## src/rtl/core/kts_pkg.sv

```systemverilog
`timescale 1ns / 1ps
// Shared types, codes and decode functions for the keystroke stream unit.
// No dependencies; the unit, the decoder and the bench files import this package.
package kts_pkg;

	localparam logic [7:0] BACKSLASH   = 8'h5C;
	localparam logic [7:0] KEY_SHIFT   = 8'h53; // 'S'
	localparam logic [7:0] KEY_CTRL    = 8'h43; // 'C'
	localparam logic [7:0] KEY_ALT     = 8'h41; // 'A'
	localparam logic [7:0] NUL_BYTE    = 8'h00;
	localparam logic [7:0] CTRL_MASK   = 8'h1F;

	localparam logic [3:0] MOD_SHIFT   = 4'h3;
	localparam logic [3:0] MOD_CTRL    = 4'h4;
	localparam logic [3:0] MOD_ALT     = 4'h8;

	localparam int unsigned CTRL_BIT   = 2;
	localparam int unsigned ALT_BIT    = 3;

	typedef struct packed {
		logic [3:0] mods;
		logic       esc;
		logic       ext;
	} kts_state_t;

	typedef struct packed {
		logic [7:0] ascii;
		logic [7:0] scan;
		logic [3:0] mask;
		logic       last;
	} kts_key_t;

	typedef struct packed {
		logic     emit;
		kts_key_t key;
		logic     esc;
		logic     ext;
	} kts_fresh_t;

	function automatic logic is_letter(logic [7:0] b);
		return (b inside {[8'h41:8'h5A], [8'h61:8'h7A]});
	endfunction

	// Set-1 scancode of a letter, keyed by the low five bits (1 = A .. 26 = Z).
	function automatic logic [7:0] letter_scan(logic [4:0] idx);
		logic [7:0] s;
		case (idx)
			5'd1:    s = 8'h1E;
			5'd2:    s = 8'h30;
			5'd3:    s = 8'h2E;
			5'd4:    s = 8'h20;
			5'd5:    s = 8'h12;
			5'd6:    s = 8'h21;
			5'd7:    s = 8'h22;
			5'd8:    s = 8'h23;
			5'd9:    s = 8'h17;
			5'd10:   s = 8'h24;
			5'd11:   s = 8'h25;
			5'd12:   s = 8'h26;
			5'd13:   s = 8'h32;
			5'd14:   s = 8'h31;
			5'd15:   s = 8'h18;
			5'd16:   s = 8'h19;
			5'd17:   s = 8'h10;
			5'd18:   s = 8'h13;
			5'd19:   s = 8'h1F;
			5'd20:   s = 8'h14;
			5'd21:   s = 8'h16;
			5'd22:   s = 8'h2F;
			5'd23:   s = 8'h11;
			5'd24:   s = 8'h2D;
			5'd25:   s = 8'h15;
			5'd26:   s = 8'h2C;
			default: s = 8'h00;
		endcase
		return s;
	endfunction

	function automatic logic [7:0] scan_of(logic [7:0] b);
		logic [7:0] s;
		if (is_letter(b)) begin
			s = letter_scan(b[4:0]);
		end else if (b == 8'h30) begin
			s = 8'h0B;
		end else if (b inside {[8'h31:8'h39]}) begin
			s = b - 8'h2F;
		end else begin
			case (b)
				8'h0D, 8'h0A: s = 8'h1C;
				8'h20:        s = 8'h39;
				8'h1B:        s = 8'h01;
				8'h09:        s = 8'h0F;
				8'h08:        s = 8'h0E;
				8'h2D:        s = 8'h0C;
				8'h3D:        s = 8'h0D;
				8'h5B:        s = 8'h1A;
				8'h5D:        s = 8'h1B;
				8'h3B:        s = 8'h27;
				8'h27:        s = 8'h28;
				8'h60:        s = 8'h29;
				8'h5C:        s = 8'h2B;
				8'h2C:        s = 8'h33;
				8'h2E:        s = 8'h34;
				8'h2F:        s = 8'h35;
				default:      s = 8'h00;
			endcase
		end
		return s;
	endfunction

	// Decode a byte with no escape or extended pair open.
	function automatic kts_fresh_t fresh_decode(logic [7:0] b, logic last, logic [3:0] mods);
		kts_fresh_t f;
		f = '0;
		f.key.mask = mods;
		if (b == BACKSLASH) begin
			f.emit      = last;
			f.esc       = !last;
			f.key.ascii = BACKSLASH;
			f.key.scan  = scan_of(BACKSLASH);
		end else if (b == NUL_BYTE) begin
			f.emit      = last;
			f.ext       = !last;
			f.key.ascii = NUL_BYTE;
			f.key.scan  = NUL_BYTE;
		end else begin
			f.emit      = 1'b1;
			f.key.ascii = b;
			f.key.scan  = scan_of(b);
			if (is_letter(b)) begin
				if (mods[CTRL_BIT]) f.key.ascii = b & CTRL_MASK;
				if (mods[ALT_BIT])  f.key.ascii = NUL_BYTE;
			end
		end
		return f;
	endfunction

endpackage

```

## src/rtl/core/kts_char_if.sv

```systemverilog
`timescale 1ns / 1ps
// Valid/ready channel carrying one key-script byte per beat.
// No dependencies.
interface kts_char_if;
	logic       valid;
	logic       ready;
	logic [7:0] char_byte;
	logic       end_of_string;

	modport source(output valid, char_byte, end_of_string, input ready);
	modport sink(input valid, char_byte, end_of_string, output ready);
endinterface

```

## src/rtl/core/kts_key_if.sv

```systemverilog
`timescale 1ns / 1ps
// Valid/ready channel carrying one keystroke per beat.
// No dependencies.
interface kts_key_if;
	logic       valid;
	logic       ready;
	logic [7:0] ascii_code;
	logic [7:0] scan_code;
	logic [3:0] modifier_mask;
	logic       last_of_run;

	modport source(output valid, ascii_code, scan_code, modifier_mask, last_of_run,
		input ready);
	modport sink(input valid, ascii_code, scan_code, modifier_mask, last_of_run,
		output ready);
endinterface

```

## src/rtl/core/key_text_to_keystroke_stream_unit.sv

```systemverilog
`timescale 1ns / 1ps
// Top level of the keystroke stream unit: input stage, decoder, two-entry key buffer.
// Depends on kts_pkg, kts_char_if, kts_key_if and kts_decode.
//
// Usage:
//   chars   - sink channel, one key-script byte per beat with an end_of_string flag.
//   strokes - source channel, one keystroke per beat (ASCII, set-1 scancode,
//             modifier mask, last_of_run marking the final key of a byte).
//   A byte yields zero, one or two keystrokes. Modifier toggles (backslash S/C/A)
//   and the first byte of an escape or extended pair yield none.
//
// Flow:
//   An accepted byte is registered in the input stage and moves, decoded, into
//   the key buffer once the buffer is empty or its last keystroke is taken; its
//   first keystroke is then offered from the key buffer.
//   One byte per cycle is taken while each byte yields at most one keystroke
//   and the receiver is ready; the output port moves one keystroke per cycle
//   while the receiver is ready. The key buffer and the input stage hold one
//   byte each, so a new byte is taken while a keystroke waits.
//
// Reset (arst_n low) empties both stages and clears the modifiers and the
// pending escape/extended flags. When the receiver stalls, keystrokes hold
// in the buffer, the input stage fills, and chars.ready drops.
module key_text_to_keystroke_stream_unit
	import kts_pkg::*;
(
	input  logic        clk,
	input  logic        arst_n,
	kts_char_if.sink    chars,
	kts_key_if.source   strokes
);

	// input stage
	logic       valid_s1;
	logic [7:0] byte_s1;
	logic       eos_s1;

	// decoder state and key buffer
	kts_state_t st_q;
	kts_key_t   key_q [2];
	logic       head_q;
	logic [1:0] left_q;

	kts_state_t st_nxt;
	logic [1:0] dec_cnt;
	kts_key_t   dec_key0;
	kts_key_t   dec_key1;
	kts_key_t   head_key;

	logic in_fire;
	logic out_fire;
	logic move;

	kts_decode u_decode (
		.st            (st_q),
		.char_byte     (byte_s1),
		.end_of_string (eos_s1),
		.nxt           (st_nxt),
		.cnt           (dec_cnt),
		.key0          (dec_key0),
		.key1          (dec_key1)
	);

	assign out_fire = strokes.valid && strokes.ready;
	// Move the registered byte into the buffer once the buffer is empty or drains this cycle.
	assign move     = valid_s1 && ((left_q == 2'd0) || ((left_q == 2'd1) && out_fire));
	assign chars.ready = !valid_s1 || move;
	assign in_fire  = chars.valid && chars.ready;

	// Input stage: hold the byte until the decoder takes it.
	always_ff @(posedge clk or negedge arst_n) begin
		if (!arst_n) begin
			valid_s1 <= 1'b0;
		end else if (chars.ready) begin
			valid_s1 <= chars.valid;
		end
	end

	always_ff @(posedge clk) begin
		if (in_fire) begin
			byte_s1 <= chars.char_byte;
			eos_s1  <= chars.end_of_string;
		end
	end

	// Decoder state advances with every byte handed to the buffer.
	always_ff @(posedge clk or negedge arst_n) begin
		if (!arst_n) begin
			st_q   <= '0;
			head_q <= 1'b0;
			left_q <= 2'd0;
		end else if (move) begin
			st_q   <= st_nxt;
			head_q <= 1'b0;
			left_q <= dec_cnt;
		end else if (out_fire) begin
			head_q <= !head_q;
			left_q <= left_q - 2'd1;
		end
	end

	always_ff @(posedge clk) begin
		if (move) begin
			key_q[0] <= dec_key0;
			key_q[1] <= dec_key1;
		end
	end

	// Drive the output beat from the head of the buffer.
	assign head_key              = key_q[head_q];
	assign strokes.valid         = (left_q != 2'd0);
	assign strokes.ascii_code    = head_key.ascii;
	assign strokes.scan_code     = head_key.scan;
	assign strokes.modifier_mask = head_key.mask;
	assign strokes.last_of_run   = head_key.last;

	// Buffer never holds more than one byte's two keys.
	a_left_range: assert property (@(posedge clk) disable iff (!arst_n)
		left_q != 2'd3)
		else $error("key buffer count out of range");

	// Two keys pending always start at the first slot.
	a_two_at_head: assert property (@(posedge clk) disable iff (!arst_n)
		(left_q == 2'd2) |-> (head_q == 1'b0))
		else $error("two keys pending but head advanced");

	// The key before the final one of a pair is never flagged last.
	a_pair_order: assert property (@(posedge clk) disable iff (!arst_n)
		(left_q == 2'd2) |-> !strokes.last_of_run)
		else $error("first key of a pair flagged last");

	// Back-pressure only while the input stage is occupied.
	a_ready_stall: assert property (@(posedge clk) disable iff (!arst_n)
		!chars.ready |-> (valid_s1 && (left_q != 2'd0)))
		else $error("input stalled with room downstream");

	// A stalled byte is still waiting in the input stage on the next cycle.
	a_hold_s1: assert property (@(posedge clk) disable iff (!arst_n)
		(valid_s1 && !move) |=> valid_s1)
		else $error("input stage dropped a byte");

endmodule

```

## src/rtl/core/kts_decode.sv

```systemverilog
`timescale 1ns / 1ps
// Byte decoder: turns one byte and the escape/modifier state into up to two keys.
// Depends on kts_pkg.
module kts_decode
	import kts_pkg::*;
(
	input  kts_state_t st,
	input  logic [7:0] char_byte,
	input  logic       end_of_string,
	output kts_state_t nxt,
	output logic [1:0] cnt,
	output kts_key_t   key0,
	output kts_key_t   key1
);

	kts_fresh_t fr;

	always_comb begin
		fr   = fresh_decode(char_byte, end_of_string, st.mods);
		nxt  = st;
		cnt  = 2'd0;
		key0 = fr.key;
		key1 = fr.key;
		if (st.ext) begin
			// raw extended scancode, passed verbatim
			nxt.ext    = 1'b0;
			key0.ascii = NUL_BYTE;
			key0.scan  = char_byte;
			key0.mask  = st.mods;
			cnt        = 2'd1;
		end else if (st.esc) begin
			nxt.esc = 1'b0;
			if (char_byte == KEY_SHIFT) begin
				nxt.mods = st.mods ^ MOD_SHIFT;
			end else if (char_byte == KEY_CTRL) begin
				nxt.mods = st.mods ^ MOD_CTRL;
			end else if (char_byte == KEY_ALT) begin
				nxt.mods = st.mods ^ MOD_ALT;
			end else begin
				// plain backslash first, then the byte decoded afresh
				key0.ascii = BACKSLASH;
				key0.scan  = scan_of(BACKSLASH);
				key0.mask  = st.mods;
				cnt        = fr.emit ? 2'd2 : 2'd1;
				nxt.esc    = fr.esc;
				nxt.ext    = fr.ext;
			end
		end else begin
			cnt     = fr.emit ? 2'd1 : 2'd0;
			nxt.esc = fr.esc;
			nxt.ext = fr.ext;
		end
		key0.last = (cnt == 2'd1);
		key1.last = 1'b1;
		if (end_of_string) nxt = '0;
	end

endmodule

```

## src/flat_wrapper.sv

```systemverilog
// flat-port wrapper written by rule: the top's interface ports become plain ports
module key_text_to_keystroke_stream_unit_flat import kts_pkg::*;
  (clk, arst_n, chars_valid, chars_char_byte, chars_end_of_string, chars_ready, strokes_valid, strokes_ascii_code, strokes_scan_code, strokes_modifier_mask, strokes_last_of_run, strokes_ready);
  kts_char_if chars_i ();
  kts_key_if strokes_i ();
  input  logic clk;
  input  logic arst_n;
  input wire logic [$bits(chars_i.valid)-1:0] chars_valid;
  input wire logic [$bits(chars_i.char_byte)-1:0] chars_char_byte;
  input wire logic [$bits(chars_i.end_of_string)-1:0] chars_end_of_string;
  output wire logic [$bits(chars_i.ready)-1:0] chars_ready;
  output wire logic [$bits(strokes_i.valid)-1:0] strokes_valid;
  output wire logic [$bits(strokes_i.ascii_code)-1:0] strokes_ascii_code;
  output wire logic [$bits(strokes_i.scan_code)-1:0] strokes_scan_code;
  output wire logic [$bits(strokes_i.modifier_mask)-1:0] strokes_modifier_mask;
  output wire logic [$bits(strokes_i.last_of_run)-1:0] strokes_last_of_run;
  input wire logic [$bits(strokes_i.ready)-1:0] strokes_ready;
  assign chars_i.valid = chars_valid;
  assign chars_i.char_byte = chars_char_byte;
  assign chars_i.end_of_string = chars_end_of_string;
  assign chars_ready = chars_i.ready;
  assign strokes_valid = strokes_i.valid;
  assign strokes_ascii_code = strokes_i.ascii_code;
  assign strokes_scan_code = strokes_i.scan_code;
  assign strokes_modifier_mask = strokes_i.modifier_mask;
  assign strokes_last_of_run = strokes_i.last_of_run;
  assign strokes_i.ready = strokes_ready;
  key_text_to_keystroke_stream_unit u_core (.clk(clk), .arst_n(arst_n), .chars(chars_i), .strokes(strokes_i));
endmodule
```

## config.mk

```make
export PLATFORM = sky130hd
export DESIGN_NAME = key_text_to_keystroke_stream_unit_flat
export DESIGN_NICKNAME = d
export VERILOG_FILES = /design/src/rtl/core/kts_pkg.sv /design/src/rtl/core/kts_char_if.sv /design/src/rtl/core/kts_key_if.sv /design/src/rtl/core/key_text_to_keystroke_stream_unit.sv /design/src/rtl/core/kts_decode.sv /design/src/flat_wrapper.sv
export SDC_FILE = /design/constraint.sdc
export NUM_CORES = 1
export LEC_CHECK = 0
export ABC_CLOCK_PERIOD_IN_PS = 3600
export BUFFER_PORTS_ARGS = -buffer_cell sky130_fd_sc_hd__buf_2
export CAP_MARGIN = 40
export CORE_ASPECT_RATIO = 0.9
export CORE_MARGIN = 4
export CORE_UTILIZATION = 50
export DETAILED_ROUTE_END_ITERATION = 12
export PLACE_DENSITY = 0.71
export SLEW_MARGIN = 25
export SYNTH_ARGS = -nofsm -noshare
export SYNTH_HDL_FRONTEND = slang
export SYNTH_SLANG_ARGS = --single-unit
```

## constraint.sdc

```tcl
create_clock -name clk -period 3.6 [get_ports clk]
set_input_delay 0.18 -clock clk [delete_from_list [all_inputs] [get_ports clk]]
set_output_delay 0.18 -clock clk [all_outputs]
set_load 0.02 [all_outputs]
```

# After elaboration in Yosys (flattened, before gate mapping)
# Memory sizes are Yosys's and may differ from the RTL's. A register that Yosys moved wholly into a read port is not among the register bits.
# Index checks and enable logic that the tools add are counted.
dict set report totals {
  word_cells 117
  reg_bits 19
  n_memories 2
  latch_bits 0
  rom_bits 192
  ramBits 42
  input_bits 13
}
dict set report op_classes {
  reduce_logical 26
  eq_ne 26
  n_div 0
  n_addsub 2
  n_bitwise 3
  magnitude_cmp 6
  n_mul 0
  n_mux 42
  n_shift 0
}
# name depth word_bits rd rd_ports_with_merged_regs wr line_no
set mem_list {}
lappend mem_list {{(name not given)} 32 6 1 1 0 kts_pkg.sv:47} ;# case (idx)
lappend mem_list {u_core.key_q 2 21 1 0 2 key_text_to_keystroke_stream_unit.sv:40} ;# kts_key_t key_q [2];
# op count
set op_table {}
lappend op_table {{$mux 20} 5}
lappend op_table {{$pmux 6 s15} 1}
lappend op_table {{$eq 8x6->1 const B} 9}
lappend op_table {{$eq 8x7->1 const B} 7}
lappend op_table {{$mux 8} 6}
lappend op_table {{$mux 17} 2}
lappend op_table {{$eq 8x4->1 const B} 4}
lappend op_table {{$mux 2} 12}
lappend op_table {{$ge 8x7->1 const B} 2}
lappend op_table {{$le 8x7->1 const B} 2}
lappend op_table {{$mux 4} 4}
lappend op_table {{$reduce_bool 2->1} 7}
lappend op_table {{$mux 5} 2}
lappend op_table {{$mux 1} 9}
lappend op_table {{$eq 8x5->1 const B} 1}
lappend op_table {{$ge 8x6->1 const B} 1}
lappend op_table {{$le 8x6->1 const B} 1}
lappend op_table {{$logic_not 8->1} 1}
lappend op_table {{$sub 8x6->8 const B} 1}
lappend op_table {{$logic_and 1x1->1} 7}
lappend op_table {{$mux 6} 1}
lappend op_table {{$ne 2x1->1 const B} 3}
lappend op_table {{$reduce_and 6->1} 1}
lappend op_table {{$reduce_and 5->1} 1}
lappend op_table {{other kinds (10)} 15}

# Longest topological paths before layout
dict set report depth {
  ltp_word 15
  depth_mapped 12
  ltp_nobuf 11
}

# Modules after synthesis
# Synthesis repeated with hierarchy kept, for this count alone.
dict set report unflattened {
  hier_cells 372
  hier_area_um2 3957.5
}
# mod instances area_per_inst_um2 seq_area_each_um2 cells_per_inst
set modules_own_cells {}
lappend modules_own_cells {key_text_to_keystroke_stream_unit 1 2287.2 1781.7 114}
lappend modules_own_cells {kts_decode 1 1670.4 0.0 258}

# Worst setup path after synthesis
# No wires, ideal clock.
dict set report synth_timing {
  path_kind {register to register}
  start {register u_core.byte_s1[1]}
  end {memory u_core.key_q[0][8] (netlist bit), data pin}
  path_buffers 2
  setup_ps 263
  t_required_ps 3337
  path_slack_ps 909
  arrival_time_ps 2428
  stages_incl_launch_ff 10
  period_less_slack_ps 2691
  path_cell_list {edfxtp_1 clkbuf_1 inv_1 ha_1 clkbuf_1 mux2_2 a31oi_1 or4b_2 mux2i_1 a2bb2oi_1}
}
# element line_no
set synth_lines {}
lappend synth_lines {{start, declared} key_text_to_keystroke_stream_unit.sv:35} ;# logic [7:0] byte_s1;
lappend synth_lines {{start signal, assigned} key_text_to_keystroke_stream_unit.sv:81} ;# byte_s1 <= chars.char_byte;
lappend synth_lines {{end, declared} key_text_to_keystroke_stream_unit.sv:40}

==> impl_metrics.ini <==
[power_and_ir_drop]
clockPowerShare_pct = 17.2
power.internal_mw = 1.85
p_switching_mw = 1.26
ir_worst_vdd_uv = 355
swShare_pct = 40.5
sequentialPowerShare_pct = 39.7
pwr-share-comb_pct = 43.1
power_mw = 3.12
cellLeakagePower_nw = 1.79
powerDensity_nw_per_um2 = 685

[grt]
grt_pass1_wl_mm = 17.0
grt_max_degree = 36
grt_pass1_vias = 3241
gr-total-overflow = 0
antenna_found_initial = 0
grt_util_all_layers_pct = 21.8

[cts]
clk_pin_slew_ns = 0.07
cts_root_buf = clkbuf_8
htree_levels = 3
clockBufferDepth = 2
clock_latency_ns = 0.34
cts_resized = 0
cts_tree = yes
numCtsBuffers = 9
cts_num_sinks = 62

[floorplan]
num_io_pins = 36
die_h_um = 94
core-area_um2 = 8030
dieArea_um2 = 9730
num_rows = 31
fp.dieW_um = 104
start_util_pct = 51.2

[setup_path]
reg2regPathDepth = 9
cp.depth = 9
r2r-start = u_core.left_q[0]
endpoint_kind = register
r2r_setup_slack_ns = 0.44
crit_buf_inv = 3
cpLargestDelayFamily = compound AO/OA/AOI/OAI gates
crit_type = register to register
path_cells = inv_1, ha_1, a21oi_1, a21o_2, inv_1, buf_4, mux2_2, a2111oi_0, o32a_1
cp_max_fo = 26
slowest_stage = a2111oi_0
worstPathRequired_ns = 3.88
cp-start-kind = register
crit_top_cell = inv_1
arrival_ns = 3.44
crit_path_max_incr_delay_ns = 0.60

[run]
maxCapViolCount = 0

[placement]
gp_congestion = 1.01
io_buffers = 35
hpwl_mm = 7.51
placed_area_um2 = 4340
pre_cts_ws_ns = 0.534
dp_cells = 529

[worst_hold_path]
hold_start = chars_char_byte[6]
hold_depth = 1
whs_endpoint = u_core.byte_s1[6]
hp-class = input pin to register

[timing]
fin_crit_sh_pct = 87.9
rsz0062_at_grt = false
setup_violations = 0
hold_viol = 0
setup-tns-final_ns = 0
whs_ns = 0.0154
fin_ws_ns = 0.437
max_freq_mhz = 316
skew_ns = 0.0125
worst_slew_pin_slew_ns = 0.750
fin_crit_ns = 3.16
slew_viol_final = 0
max_slew_margin_pct = 50.0

[logic_synthesis]
synth_top_cell_area_share_pct = 33.6
ys_warn_count = 0
synth-seq-cells = 62
syn_area_per_cell_um2 = 9.90
synth_edf_count = 46
synth.most_common_cell = edfxtp_1
async_reset_ff_share_pct = 16.1
synthTopCellsByCount = edfxtp_1 (46), nand2_1 (37), nor2_1 (23)
yosys_most_used_dff = edfxtp_1
synth_area_um2 = 4110
synth_seq_area_share_pct = 42.6
synth_cells = 415
ys_types = 74
synth_area_leader_cell = edfxtp_1
ys_top_cells_by_area = edfxtp_1 (34%), dfrtp_1 (6.1%), mux2_2 (5.5%), ha_1 (4.9%), nand2_1 (3.4%)

[drt]
drt-wirelength-per-cell_um = 18.8
dr.pass1.iters = 5
via_per_inst = 6.32
routed_wl_mm = 10.3
drc_errors = 0
ant_nets = 0
drt_iter0_markers = 351
vias = 3463

[layout]
regArea_um2 = 1750
final_net_count = 473
fillers = 715
fin_util_pct = 56.7
fin_cells = 548
design_area_um2 = 4550
drive_above_1_share_pct = 21.8
n_antenna_cell = 0
multiInputGateArea_um2 = 2150
area_growth_pct = 10.7

[status]
status = complete, no violations
layout make-up:
type / instances / area share, %
multi-input cells: 307 / 47.3
well taps: 99 / 2.72
repair buffers: 50 / 6.52
clock inverters: 7 / 1.04
inverters: 14 / 1.15
flip-flops and latches: 62 / 38.5
clock buffers: 9 / 2.72
placed cells by master (no fill, tap or decap), types with 6 or more instances in the layout:
cell,n
a21oi_1,21
and3_1,6
mux2_2,20
clkbuf_8,9
nor2b_1,7
ha_1,16
buf_2,35
mux2i_1,12
dfxtp_1,6
nor2_1,23
dfrtp_1,10
nor3_1,11
nand3b_1,8
a21o_1,6
and2_1,13
o21ai_0,22
edfxtp_1,46
buf_4,11
nand3_1,9
inv_1,14
nand2_1,37
worst max-delay path by stage:
stage                            from            endpoint  slack, ns
global route         u_core.left_q[0]            register       0.23
floorplan           u_core.byte_s1[1]  u_core.key_q[0][8]       0.91
CTS                  u_core.left_q[0]            register       0.48
finish               u_core.left_q[0]            register       0.44
global placement     u_core.left_q[0]            register       0.47
detailed placement   u_core.left_q[0]            register       0.53
power groups by stage:
stage               logic (mW)  clock network (mW)  registers, mW
global route              1.47               0.583           1.26
global placement          1.27                   0           1.26
finish                    1.34               0.536           1.24
floorplan                 1.04                   0           1.16
CTS                       1.30               0.555           1.26
detailed placement        1.29                   0           1.27
timing repair:
item	4_1_cts	5_1_grt
hold buffers	2	0
hold endpoints to repair	11	0
setup buffers	0	0
layer usage:
| metal | GRT usage, % | part of all wire [%] | up-vias |
|---|---|---|---|
| met5 | 0 | 0 | - |
| met4 | 8.19 | 2.9 | 0 |
| met3 | 4.74 | 6.4 | 31 |
| met2 | 34.5 | 46 | 164 |
| met1 | 29.6 | 45 | 1649 |
| li1 | - | - | 1619 |
logic make-up (layout without fill, tap and decap cells):
family	count (synthesis)	in the layout	share of synthesized area, %
other	1	2	0.0913
flip-flops	62	62	42.6
buffers and inverters	47	80	5.02
AND/OR/NAND/NOR	143	143	19.1
multiplexers	32	32	8.40
AO/OA/AOI/OAI	111	111	19.2
adder cells (fa/ha/maj)	16	16	4.87
XOR/XNOR	3	3	0.640
state kept, by name, summed over array words and instances, names as in the netlist, named ones only:
| register | count |
|---|---|
| u_core.left_q | 2 |
| u_core.valid_s1 | 1 |
| u_core.key_q | 37 |
| u_core.byte_s1 | 8 |
| u_core.eos_s1 | 1 |
| u_core.head_q | 1 |
| u_core.st_q | 6 |
No activity file was read; power rests on OpenSTA's default activity.
